<file path="src/sv/dtq_pkg.sv">
// ----------------------------------------------------------------------------
// dtq_pkg
// shared types and constants of the deadline timer queue
// ----------------------------------------------------------------------------
package dtq_pkg;

   localparam int TimerSlots = 16;
   localparam int SlotBits = $clog2(TimerSlots);
   localparam int CountBits = $clog2(TimerSlots + 1);
   localparam int TimeBits = 40;
   localparam int PeriodBits = 20;
   localparam int TaskBits = 8;
   localparam int RecipBits = 30;

   localparam logic [TimeBits-1:0] TimeMax = {TimeBits{1'b1}};
   localparam logic [PeriodBits-1:0] HourSeconds = PeriodBits'(3600);
   localparam logic [PeriodBits-1:0] DaySeconds = PeriodBits'(24 * 3600);
   localparam logic [PeriodBits-1:0] WeekSeconds = PeriodBits'(7 * 24 * 3600);

   // floor(2^TimeBits / period) for the alignment quotient
   localparam logic [RecipBits-1:0] HourRecip =
      RecipBits'((64'd1 << TimeBits) / 64'd3600);
   localparam logic [RecipBits-1:0] DayRecip =
      RecipBits'((64'd1 << TimeBits) / (64'd24 * 64'd3600));
   localparam logic [RecipBits-1:0] WeekRecip =
      RecipBits'((64'd1 << TimeBits) / (64'd7 * 64'd24 * 64'd3600));

   typedef enum logic [2:0] {
      MODE_CHECK  = 3'd0,
      MODE_AT     = 3'd1,
      MODE_AFTER  = 3'd2,
      MODE_EVERY  = 3'd3,
      MODE_HOURLY = 3'd4,
      MODE_DAILY  = 3'd5,
      MODE_WEEKLY = 3'd6,
      MODE_REMOVE = 3'd7
   } mode_type;

   typedef enum logic [1:0] {
      KIND_ONCE     = 2'd0,
      KIND_RELATIVE = 2'd1,
      KIND_ALIGNED  = 2'd2
   } kind_type;

   typedef enum logic [1:0] {
      STATUS_OK       = 2'd0,
      STATUS_NONE     = 2'd1,
      STATUS_FULL     = 2'd2,
      STATUS_NO_MATCH = 2'd3
   } status_type;

   typedef struct packed {
      logic [2:0]            mode;
      logic [TimeBits-1:0]   now_seconds;
      logic [TimeBits-1:0]   deadline_time;
      logic [PeriodBits-1:0] delay_seconds;
      logic [TaskBits-1:0]   task_id;
   } req_type;

   typedef struct packed {
      logic                fired;
      logic [TaskBits-1:0] fired_task;
      logic [1:0]          status;
      logic [4:0]          pending_count;
   } rsp_type;

   // controller to datapath
   typedef struct packed {
      logic load;       // capture request, clear scan
      logic scan;       // examine one slot
      logic align;      // one alignment step
      logic commit;     // apply the change to the table
      logic finish;     // build result
   } cmd_type;

   // datapath to controller
   typedef struct packed {
      logic scan_last;
      logic align_done;
   } sts_type;

endpackage

</file>
<file path="src/sv/dtq_ctrl.sv">
// ----------------------------------------------------------------------------
// dtq_ctrl
// sequencer: load, slot scan, alignment, commit, respond
// ----------------------------------------------------------------------------
module dtq_ctrl (
   input  logic              clock,
   input  logic              reset,
   input  logic              req_valid,
   output logic              req_ready,
   output logic              rsp_valid,
   input  logic              rsp_ready,
   input  dtq_pkg::sts_type  sts,
   output dtq_pkg::cmd_type  cmd
);

   typedef enum logic [5:0] {
      ST_IDLE   = 6'b000001,
      ST_SCAN   = 6'b000010,
      ST_ALIGN  = 6'b000100,
      ST_COMMIT = 6'b001000,
      ST_FINISH = 6'b010000,
      ST_OUT    = 6'b100000
   } state_type;

   state_type state_ff, state_in;

   assign req_ready = (state_ff == ST_IDLE);
   assign rsp_valid = (state_ff == ST_OUT);

   always_comb begin
      state_in = state_ff;
      cmd = '0;
      unique case (state_ff)
         ST_IDLE: begin
            if (req_valid) begin
               cmd.load = 1'b1;
               state_in = ST_SCAN;
            end
         end
         ST_SCAN: begin
            cmd.scan = 1'b1;
            if (sts.scan_last) state_in = ST_ALIGN;
         end
         ST_ALIGN: begin
            cmd.align = 1'b1;
            if (sts.align_done) state_in = ST_COMMIT;
         end
         ST_COMMIT: begin
            cmd.commit = 1'b1;
            state_in = ST_FINISH;
         end
         ST_FINISH: begin
            cmd.finish = 1'b1;
            state_in = ST_OUT;
         end
         ST_OUT: begin
            if (rsp_ready) state_in = ST_IDLE;
         end
         default: state_in = ST_IDLE;
      endcase
   end

   always_ff @(posedge clock) begin
      if (reset) state_ff <= ST_IDLE;
      else state_ff <= state_in;
   end

   a_onehot: assert property (@(posedge clock) disable iff (reset) $onehot(state_ff))
      else $error("state not one-hot");
   a_load_idle: assert property (@(posedge clock) disable iff (reset)
      cmd.load |-> req_ready)
      else $error("load outside idle");
   a_out_after_finish: assert property (@(posedge clock) disable iff (reset)
      cmd.finish |=> rsp_valid)
      else $error("result not presented after finish");

endmodule

</file>
<file path="src/sv/dtq_datapath.sv">
// ----------------------------------------------------------------------------
// dtq_datapath
// slot table, per-cycle scan, alignment unit and result register
// ----------------------------------------------------------------------------
module dtq_datapath (
   input  logic              clock,
   input  logic              reset,
   input  dtq_pkg::req_type  req_data,
   input  dtq_pkg::cmd_type  cmd,
   output dtq_pkg::sts_type  sts,
   output dtq_pkg::rsp_type  rsp_data
);

   localparam int SB = dtq_pkg::SlotBits;
   localparam int CB = dtq_pkg::CountBits;
   localparam int TB = dtq_pkg::TimeBits;
   localparam int PB = dtq_pkg::PeriodBits;
   localparam int KB = dtq_pkg::TaskBits;
   localparam int NS = dtq_pkg::TimerSlots;
   localparam int RB = dtq_pkg::RecipBits;

   logic [NS-1:0]  valid_ff;
   logic [TB-1:0]  dl_mem  [NS];
   logic [PB-1:0]  per_mem [NS];
   logic [1:0]     kind_mem[NS];
   logic [KB-1:0]  task_mem[NS];
   logic [CB-1:0]  ord_mem [NS];
   logic [CB-1:0]  count_ff;

   dtq_pkg::req_type req_ff;
   logic [SB-1:0]  idx_ff;
   logic           found_ff;
   logic [SB-1:0]  best_ff;
   logic [TB-1:0]  best_dl_ff;
   logic [CB-1:0]  best_ord_ff;
   logic           free_found_ff;
   logic [SB-1:0]  free_ff;
   logic [TB-1:0]  ins_dl_ff;
   logic [PB-1:0]  ins_per_ff;
   logic [1:0]     ins_kind_ff;
   logic [KB-1:0]  ins_task_ff;
   logic           aligned_mode;
   logic           align_step;
   dtq_pkg::rsp_type rsp_ff;
   logic           fire_ff;
   logic [1:0]     st_ff;

   logic [2:0]          aln_ff;
   logic [TB-1:0]       diff;
   logic [RB-1:0]       recip;
   logic [PB+RB-1:0]    prod_lo_ff;
   logic [TB-PB+RB-1:0] prod_hi_ff;
   logic [TB+RB-1:0]    prod_sum;
   logic [RB-1:0]       quot_ff;
   logic [2*PB:0]       qp;
   logic [PB:0]         rem_ff;
   logic [PB:0]         rem_fix;
   logic [PB-1:0]       pad_ff;

   logic           is_check, is_remove, hit;
   logic [TB-1:0]  cur_dl;
   logic [CB-1:0]  cur_ord;

   assign is_check  = (req_ff.mode == dtq_pkg::MODE_CHECK);
   assign is_remove = (req_ff.mode == dtq_pkg::MODE_REMOVE);
   assign cur_dl  = dl_mem[idx_ff];
   assign cur_ord = ord_mem[idx_ff];
   assign sts.scan_last = (idx_ff == SB'(NS - 1));

   // candidate selection for the slot under the scan pointer
   always_comb begin
      hit = 1'b0;
      if (valid_ff[idx_ff]) begin
         if (is_check)
            hit = !found_ff || cur_dl < best_dl_ff ||
                  (cur_dl == best_dl_ff && cur_ord < best_ord_ff);
         else if (is_remove)
            hit = cur_dl == req_ff.deadline_time &&
                  (!found_ff || cur_ord < best_ord_ff);
      end
   end

   function automatic logic [TB-1:0] sat_add(input logic [TB-1:0] a,
                                             input logic [PB-1:0] b);
      logic [TB:0] s;
      s = {1'b0, a} + {{(TB + 1 - PB){1'b0}}, b};
      return s[TB] ? dtq_pkg::TimeMax : s[TB-1:0];
   endfunction

   // aligned start in the past: now plus the distance to the next period boundary
   // quotient by reciprocal multiply, then remainder with one correction
   assign aligned_mode = (req_ff.mode == dtq_pkg::MODE_HOURLY) ||
                         (req_ff.mode == dtq_pkg::MODE_DAILY) ||
                         (req_ff.mode == dtq_pkg::MODE_WEEKLY);
   assign align_step = aligned_mode && ins_dl_ff < req_ff.now_seconds;
   assign sts.align_done = !align_step || aln_ff == 3'd4;

   always_comb begin
      unique case (req_ff.mode)
         dtq_pkg::MODE_HOURLY: recip = dtq_pkg::HourRecip;
         dtq_pkg::MODE_DAILY:  recip = dtq_pkg::DayRecip;
         default:              recip = dtq_pkg::WeekRecip;
      endcase
   end

   assign diff = req_ff.now_seconds - ins_dl_ff;
   assign prod_sum = {prod_hi_ff, {PB{1'b0}}} + {{(TB - PB){1'b0}}, prod_lo_ff};
   assign qp = quot_ff[PB:0] * ins_per_ff;
   assign rem_fix = (rem_ff >= {1'b0, ins_per_ff}) ? rem_ff - {1'b0, ins_per_ff} : rem_ff;

   always_ff @(posedge clock) begin
      if (cmd.load) begin
         req_ff   <= req_data;
         idx_ff   <= '0;
         found_ff <= 1'b0;
         free_found_ff <= 1'b0;
         aln_ff   <= '0;
         ins_task_ff <= req_data.task_id;
         unique case (req_data.mode)
            dtq_pkg::MODE_AT: begin
               ins_dl_ff <= req_data.deadline_time; ins_per_ff <= '0;
               ins_kind_ff <= dtq_pkg::KIND_ONCE;
            end
            dtq_pkg::MODE_AFTER: begin
               ins_dl_ff <= sat_add(req_data.now_seconds, req_data.delay_seconds);
               ins_per_ff <= '0; ins_kind_ff <= dtq_pkg::KIND_ONCE;
            end
            dtq_pkg::MODE_EVERY: begin
               ins_dl_ff <= sat_add(req_data.now_seconds, req_data.delay_seconds);
               ins_per_ff <= req_data.delay_seconds;
               ins_kind_ff <= dtq_pkg::KIND_RELATIVE;
            end
            dtq_pkg::MODE_HOURLY: begin
               ins_dl_ff <= req_data.deadline_time; ins_per_ff <= dtq_pkg::HourSeconds;
               ins_kind_ff <= dtq_pkg::KIND_ALIGNED;
            end
            dtq_pkg::MODE_DAILY: begin
               ins_dl_ff <= req_data.deadline_time; ins_per_ff <= dtq_pkg::DaySeconds;
               ins_kind_ff <= dtq_pkg::KIND_ALIGNED;
            end
            dtq_pkg::MODE_WEEKLY: begin
               ins_dl_ff <= req_data.deadline_time; ins_per_ff <= dtq_pkg::WeekSeconds;
               ins_kind_ff <= dtq_pkg::KIND_ALIGNED;
            end
            default: begin
               ins_dl_ff <= req_data.deadline_time; ins_per_ff <= '0;
               ins_kind_ff <= dtq_pkg::KIND_ONCE;
            end
         endcase
      end else if (cmd.scan) begin
         idx_ff <= idx_ff + SB'(1);
         if (hit) begin
            found_ff    <= 1'b1;
            best_ff     <= idx_ff;
            best_dl_ff  <= cur_dl;
            best_ord_ff <= cur_ord;
         end
         if (!valid_ff[idx_ff] && !free_found_ff) begin
            free_found_ff <= 1'b1;
            free_ff <= idx_ff;
         end
      end else if (cmd.align) begin
         if (align_step) begin
            aln_ff <= aln_ff + 3'd1;
            unique case (aln_ff)
               3'd0: begin
                  prod_lo_ff <= diff[PB-1:0] * recip;
                  prod_hi_ff <= diff[TB-1:PB] * recip;
               end
               3'd1: quot_ff <= prod_sum[TB+RB-1:TB];
               3'd2: rem_ff <= diff[PB:0] - qp[PB:0];
               3'd3: pad_ff <= (rem_fix == '0) ? '0 : ins_per_ff - rem_fix[PB-1:0];
               default: ins_dl_ff <= sat_add(req_ff.now_seconds, pad_ff);
            endcase
         end
      end
   end

   // table update
   logic do_fire, do_drop, do_ins;
   logic [SB-1:0] ins_slot;
   logic [TB-1:0] re_dl;
   logic [1:0]    bkind;
   logic [NS-1:0] valid_in;

   assign bkind   = kind_mem[best_ff];
   assign do_fire = is_check && found_ff && best_dl_ff <= req_ff.now_seconds;
   assign do_drop = do_fire || (is_remove && found_ff);
   assign do_ins  = (do_fire && bkind != dtq_pkg::KIND_ONCE) ||
                    (!is_check && !is_remove && free_found_ff);
   // re-arm reuses the freed slot when no lower free slot exists
   assign ins_slot = (do_fire && !(free_found_ff && free_ff < best_ff)) ? best_ff : free_ff;
   assign re_dl = (bkind == dtq_pkg::KIND_RELATIVE) ?
                  sat_add(req_ff.now_seconds, per_mem[best_ff]) :
                  sat_add(best_dl_ff, per_mem[best_ff]);

   always_comb begin
      valid_in = valid_ff;
      if (do_drop) valid_in[best_ff] = 1'b0;
      if (do_ins) valid_in[ins_slot] = 1'b1;
   end

   logic [CB-1:0] cnt_drop;
   assign cnt_drop = do_drop ? count_ff - CB'(1) : count_ff;

   always_ff @(posedge clock) begin
      if (reset) begin
         valid_ff <= '0;
         count_ff <= '0;
      end else if (cmd.commit) begin
         for (int i = 0; i < NS; i++)
            if (do_drop && valid_ff[i] && ord_mem[i] > best_ord_ff)
               ord_mem[i] <= ord_mem[i] - CB'(1);
         valid_ff <= valid_in;
         if (do_ins) begin
            if (do_fire) begin
               dl_mem[ins_slot]   <= re_dl;
               per_mem[ins_slot]  <= per_mem[best_ff];
               kind_mem[ins_slot] <= bkind;
               task_mem[ins_slot] <= task_mem[best_ff];
            end else begin
               dl_mem[ins_slot]   <= ins_dl_ff;
               per_mem[ins_slot]  <= ins_per_ff;
               kind_mem[ins_slot] <= ins_kind_ff;
               task_mem[ins_slot] <= ins_task_ff;
            end
            ord_mem[ins_slot] <= cnt_drop;
         end
         count_ff <= do_ins ? cnt_drop + CB'(1) : cnt_drop;
      end
   end

   always_ff @(posedge clock) begin
      if (cmd.commit) begin
         fire_ff <= do_fire;
         rsp_ff.fired_task <= do_fire ? task_mem[best_ff] : '0;
         if (is_check) st_ff <= do_fire ? dtq_pkg::STATUS_OK : dtq_pkg::STATUS_NONE;
         else if (is_remove) st_ff <= found_ff ? dtq_pkg::STATUS_OK : dtq_pkg::STATUS_NO_MATCH;
         else st_ff <= free_found_ff ? dtq_pkg::STATUS_OK : dtq_pkg::STATUS_FULL;
      end
      if (cmd.finish) begin
         rsp_ff.fired <= fire_ff;
         rsp_ff.status <= st_ff;
         rsp_ff.pending_count <= 5'(count_ff);
      end
   end

   assign rsp_data.fired = rsp_ff.fired;
   assign rsp_data.fired_task = rsp_ff.fired_task;
   assign rsp_data.status = rsp_ff.status;
   assign rsp_data.pending_count = rsp_ff.pending_count;

   a_count: assert property (@(posedge clock) disable iff (reset)
      count_ff == CB'($countones(valid_ff)))
      else $error("count out of step with valid bits");
   a_fire_needs_found: assert property (@(posedge clock) disable iff (reset)
      (cmd.commit && do_fire) |-> found_ff)
      else $error("fire without candidate");
   a_ins_slot_free: assert property (@(posedge clock) disable iff (reset)
      (cmd.commit && do_ins && !do_fire) |-> !valid_ff[ins_slot])
      else $error("insert into busy slot");

endmodule

</file>
<file path="src/sv/deadline_timer_queue_unit.sv">
// ----------------------------------------------------------------------------
// deadline_timer_queue_unit
// timer table with earliest-deadline fire, insert, re-arm and remove
// ----------------------------------------------------------------------------
// flow: the accepting edge loads the request, then a scan of all 16 slots, alignment
// (extended for a past aligned start), commit and finish; rsp_valid then holds until rsp_ready
// throughput: one item at a time; a new request is taken only once the response is accepted
// reset: synchronous, clears the valid bits, live count and controller state
module deadline_timer_queue_unit (
   input  logic              clock,
   input  logic              reset,
   input  logic              req_valid,
   output logic              req_ready,
   input  dtq_pkg::req_type  req_data,
   output logic              rsp_valid,
   input  logic              rsp_ready,
   output dtq_pkg::rsp_type  rsp_data
);

   dtq_pkg::cmd_type cmd;
   dtq_pkg::sts_type sts;

   dtq_ctrl u_ctrl (
      .clock, .reset, .req_valid, .req_ready, .rsp_valid, .rsp_ready,
      .sts, .cmd
   );

   dtq_datapath u_dp (
      .clock, .reset, .req_data, .cmd, .sts, .rsp_data
   );

endmodule
</file>
<file path="config.mk">
export PLATFORM = sky130hd
export DESIGN_NAME = deadline_timer_queue_unit
export DESIGN_NICKNAME = d
export VERILOG_FILES = /design/src/sv/dtq_pkg.sv /design/src/sv/dtq_ctrl.sv /design/src/sv/dtq_datapath.sv /design/src/sv/deadline_timer_queue_unit.sv
export SDC_FILE = /design/constraint.sdc
export NUM_CORES = 2
export LEC_CHECK = 0
export BUFFER_PORTS_ARGS = -buffer_cell sky130_fd_sc_hd__buf_4
export CAP_MARGIN = 20
export CELL_PAD_IN_SITES_DETAIL_PLACEMENT = 1
export CELL_PAD_IN_SITES_GLOBAL_PLACEMENT = 2
export CORE_MARGIN = 2
export CORE_UTILIZATION = 35
export CTS_BUF_LIST = sky130_fd_sc_hd__clkbuf_8
export CTS_CLUSTER_SIZE = 14
export DETAILED_ROUTE_END_ITERATION = 12
export PLACE_DENSITY_LB_ADDON = 0.08
export REMOVE_ABC_BUFFERS = 1
export SYNTH_ARGS = -nofsm -noshare
export SYNTH_HDL_FRONTEND = slang
export SYNTH_SLANG_ARGS = --single-unit
</file>
<file path="constraint.sdc">
create_clock -name clock -period 9.45 [get_ports clock]
set_input_delay 0.945 -clock clock [delete_from_list [all_inputs] [get_ports clock]]
set_output_delay 0.945 -clock clock [all_outputs]
set_load 0.05 [all_outputs]
</file>
Word-level counts from Yosys, hierarchy flattened. Memory sizes are Yosys's and may differ from the RTL's. A register that Yosys moved wholly into a read port is not among the register bits. Cells that the tools add are included.

Bits in writable memories: 1200. Register bits: 414. Memories: 5. Output and inout port bits: 18. Word-level logic and storage cells: 346.

Memory list: u_dp.dl_mem (words 16, bits a word 40, rd ports 1, clocked after memory_dff 1, wr ports 1, line dtq_datapath.sv:23) `logic [TB-1:0] dl_mem [NS];`; u_dp.per_mem (words 16, bits a word 20, rd ports 1, clocked after memory_dff 1, wr ports 1, line dtq_datapath.sv:24) `logic [PB-1:0] per_mem [NS];`; u_dp.task_mem (words 16, bits a word 8, rd ports 1, clocked after memory_dff 1, wr ports 1, line dtq_datapath.sv:26) `logic [KB-1:0] task_mem[NS];`; u_dp.ord_mem (words 16, bits a word 5, rd ports 17, clocked after memory_dff 1, wr ports 17, line dtq_datapath.sv:27) `logic [CB-1:0] ord_mem [NS];`; u_dp.kind_mem (words 16, bits a word 2, rd ports 1, clocked after memory_dff 1, wr ports 1, line dtq_datapath.sv:25) `logic [1:0] kind_mem[NS];`.

Eq/ne operators: 29. $mul: 3. Add/subtract/negate cells: 29. Mux-type cells: 134. Order comparisons: 27. Reductions and logical operators: 81. Bitwise operators: 9.

Operator list (number): $mux 40 (12); $add 40x20->41 (4); $mux 1 (91); $sub 5x1->5 const B (17); $eq 40x40->1 (2); $gt 5x5->1 (16); $lt 40x40->1 (2); $pmux 20 s4 (1); $add 61x50->61 (1); $pmux 29 s2 (1); $mul 20x29->49 (1); $logic_and 1x1->1 (46); $mul 20x29->41 (1); $le 40x40->1 (1); $sub 40x40->40 (1); $pmux 6 s6 (1); $mux 16 (2); $mux 4 (8); $eq 3x3->1 const B (8); $mux 6 (4); $ge 21x20->1 (1); $logic_not 21->1 (1); $mul 21x20->21 (1); $mux 21 (1); 45 further kinds (88).

Logic depth before layout (Yosys ltp).
Depth in word-level cells: 11. Gate-level depth with buffers: 42. Depth with buffers taken out: 42.

Cells and area by module. From an unflattened synthesis, not the netlist that was laid out.

Cell total of the unflattened synthesis: 8684. Area total of the unflattened synthesis: 111770.9 sq um.

Modules (own cells, without submodules): dtq_datapath (area each 111343.0 sq um, cells an instance 8636, times used 1); dtq_ctrl (area each 427.9 sq um, cells an instance 48, times used 1).

Least setup slack after synthesis. OpenSTA, ideal clock, no wires.

Kind: register to register. From: register u_dp.req_ff[68] in the netlist's numbering. To: register u_dp.prod_hi_ff[39], data pin. Cell stages (with the launch flop): 40. Setup slack: -351 ps. Path buffers: 0. Arrival: 9536 ps. Clock period less this slack: 9801 ps. Cells stage by stage: edfxtp_1 inv_1 ha_1 inv_1 fa_1 a211oi_1 o31ai_1 o2111a_1 o31a_1 nand3_1 a21oi_1 nor2_1 o31ai_1 xor2_1 nand2_1 xnor2_1 nor2_1 ha_1 (+4 left out) fa_1 fa_1 inv_1 fa_1 inv_1 ha_1 a21o_1 a21o_1 a21oi_1 o21bai_1 a21o_1 a21o_1 a221oi_1 o32ai_1 or4_1 a31oi_1 o21ai_0 xor2_1.

Longest elaborated chain between the ends: 2.

Ends and longest elaborated chain: start, declared (line dtq_datapath.sv:30) `dtq_pkg::req_type req_ff;`; start signal, assigned (line dtq_datapath.sv:113) `req_ff <= req_data;`; $sub 40x40->40 (line dtq_datapath.sv:106) `assign diff = req_ff.now_seconds - ins_dl_ff;`; $mul 20x29->41 (line dtq_datapath.sv:168) `prod_hi_ff <= diff[TB-1:PB] * recip;`; end signal, assigned (line dtq_datapath.sv:168); end, declared (line dtq_datapath.sv:52) `logic [TB-PB+RB-1:0] prod_hi_ff;`.

No other way between the ends. A chain may end at the register's enable or synchronous reset.

Final worst setup path.
From: register u_dp.req_ff[68] in the netlist's numbering. To: register u_dp.prod_hi_ff[37], data pin.

The elaborated chain is that of the path after synthesis.

==> metrics.txt <==
Fin Hold WS between 0.1 and 0.15 ns; crit path to u_dp.prod_hi_ff[37]$_DFFE_PP_; post-synth cell types between 80 and 90; Seq/Total Area, Yosys 0.429; ys async rst share 0; Site Rows 206; final setup vio count 7; WL final between 300000 and 400000 um; Rel. slew slack 0.239; status complete, but fails checks; all-layer global routing usage 0.244; filler instances 33000; Critical Path Start Type flip-flop; antenna violations before repair 20; IO Pins between 100 and 150; Final #Nets around 12000; vias per cell between 5 and 6; fin crit share 1.03; first-pass GRT wire length roughly 570000 um; Core Box Area approximately 0.32 mm2; DRT antenna net count 0; Root Driver clkbuf_8; instance count on the critical path 38; synthesis-to-layout area growth 17.9%; Worst-path clk slew about 0.060 ns; count leader, synth edfxtp_1; ys flop type edfxtp_1; TritonCTS Buffers 288; Clock Latency Late Sink roughly 1.1 ns; Final WS setup -0.292 ns; Synth top cells by count edfxtp_1 (1557), inv_1 (1424), fa_1 (940); Mapped Cells ~8600; Req. time, crit path roughly 10 ns; maximum root-to-sink buffer count 4; 1st-pass router iterations 7; max_cap viols 0; Final Hold Fails 0; EDFF count, synth 1557; synth top area cells edfxtp_1 (42%), fa_1 (17%), ha_1 (9.1%); Synth Warn # 0; Die Ht approximately 570 um; DR vias 72900; R2R Path Start u_dp.req_ff[68]$_DFFE_PP_; unrepaired setup endpoints after global routing true; fin crit period slightly below 10 ns; Synth Cell Area approximately 0.11 mm2; Iter 0 DRT Violations approximately 4100; Max FO, Critical Path 4; die area around 0.32 mm2; FF-to-FF End u_dp.prod_hi_ff[37]$_DFFE_PP_; setup TNS -1.30 ns; Placer Congestion around 0.92; Crit path largest cell delay 0.63 ns; worst setup path startpoint u_dp.req_ff[68]$_DFFE_PP_; H-tree Lvls 5; fmax about 0.1 GHz; worst min-delay path category in2reg; Yosys reg bits between 1500 and 2000; grt ovf 0; cell taking the most area after synthesis edfxtp_1; sum of buffers and inverters on the critical path 9; pin count of the biggest net entering global routing 86; Port-buffer cells roughly 130; hpwl dp about 300000 um; Slew Limit Fails 0; layout cells sized above 1 0.218; Crit path top cell by count fa_1; Crit. End Element flip-flop; Setup Crit Path Kind reg2reg; clock sinks ~1600; CTS hold repair buffers 0; violated checks negative setup slack; Core Util, Final 0.415; Worst EP arrival ~11 ns; die width 567 um; Top delay family on crit path adder cells; DRC 0; syn_area_per_cell about 13 um2; vias in the first global route approximately 80000; register-to-register setup slack -0.29 ns; DR WL/cell about 28 um; TritonCTS clock tree built; Fin Clk Skew about 0.15 ns; Initial Util 0.352; CP max stage cell fa_1; share of the synthesized area in the top cell type 0.421; Least-Margin Pin Slew about 1.1 ns; R2R depth 38
[metrics by stage]
| step | area [um2] | worst slack (ns) | cells |
|---|---|---|---|
| finish | 131000 | -0.292 | 14200 |
| global placement | 124000 | -1.50 | 13600 |
| global route | 131000 | -0.642 | 14200 |
| detailed placement | 124000 | -1.71 | 13600 |
| floorplan | 110000 | -2.33 | 8385 |
| CTS | 130000 | -0.529 | 14100 |
[how the worst min path moves through the flow]
stage | end | from | slack, ns | depth (start not counted)
CTS | u_dp.req_ff[49]$_DFFE_PP_ | req_data[49] | 0.008 | 1
finish | u_dp.req_ff[93]$_DFFE_PP_ | req_data[93] | 0.13 | 1
global route | u_dp.req_ff[49]$_DFFE_PP_ | req_data[49] | 0.05 | 1
detailed placement | u_dp.aln_ff[1]$_SDFFE_PP0P_ | u_dp.aln_ff[1]$_SDFFE_PP0P_ | 0.50 | 2
global placement | u_dp.aln_ff[1]$_SDFFE_PP0P_ | u_dp.aln_ff[1]$_SDFFE_PP0P_ | 0.49 | 2
floorplan | u_dp.rsp_data[15]$_DFFE_PP_ | u_dp.fire_ff$_DFFE_PN_ | 0.40 | 0
[cells by family after synthesis]
kind of cell,Yosys count,share of synthesized area
fa+ha+maj,1751,0.261
xor+xnor,438,0.0348
other cells,2,0.0000676
mux,482,0.0864
buf+inv,1668,0.0565
flops,1601,0.429
compound gates,1099,0.0627
simple gates,1579,0.0696
[sequential cells by signal, summed over array words and instances (netlist names), 21 cells and up, named ones only]
name / count
u_dp.dl_mem: 640
u_dp.rem_ff: 21
u_dp.ord_mem: 80
u_dp.task_mem: 128
u_dp.per_mem: 320
u_dp.best_dl_ff: 40
u_dp.ins_dl_ff: 40
u_dp.req_ff: 83
u_dp.quot_ff: 21
u_dp.prod_hi_ff: 41
u_dp.prod_lo_ff: 29
u_dp.kind_mem: 32
[cells in the final DEF (no fill, tap or decap), types with 51 or more instances in the layout]
cell,instances
inv_1,1455
clkbuf_8,295
nor3_1,75
nand2_1,490
clkinv_1,51
xnor2_1,318
a21oi_1,271
ha_1,790
nand3_1,117
nand2b_1,77
fa_1,911
mux2i_1,95
buf_4,1036
o21ai_0,229
nand4_1,62
xor2_1,102
nor2_1,282
mux4_2,380
and2_1,141
a21o_1,147
nor2b_1,98
edfxtp_1,1557
[layer usage]
| layer | wire length [um] | vias up | GRT usage |
|---|---|---|---|
| met1 | 166000 | 38400 | 0.314 |
| met2 | 198000 | 1394 | 0.429 |
| li1 | - | 32500 | - |
| met5 | 32 | - | 0 |
| met4 | 13000 | 4 | 0.0761 |
| met3 | 13900 | 480 | 0.0249 |
[cell type report]
class | count | area, um2 | area share
timing repair buffer | 1104 | 8820 | 0.0674
tap | 4160 | 5200 | 0.0398
multi-input combinational | 5359 | 58500 | 0.447
inverter | 1425 | 5410 | 0.0413
sequential | 1601 | 47700 | 0.364
clock buffer | 294 | 4050 | 0.0309
antenna | 12 | 30.0 | 0.000229
clock inverter | 207 | 1240 | 0.00946
[timing repair]
item,4_1_cts,5_1_grt
resized for setup,165,195
buffers inserted,35,52
endpoints found under the setup margin,54,41
pin swaps,93,133
Power is left out: the tool's default activity adds up to more than one toggle a clock period on the data nets, which glitch-free logic cannot reach.
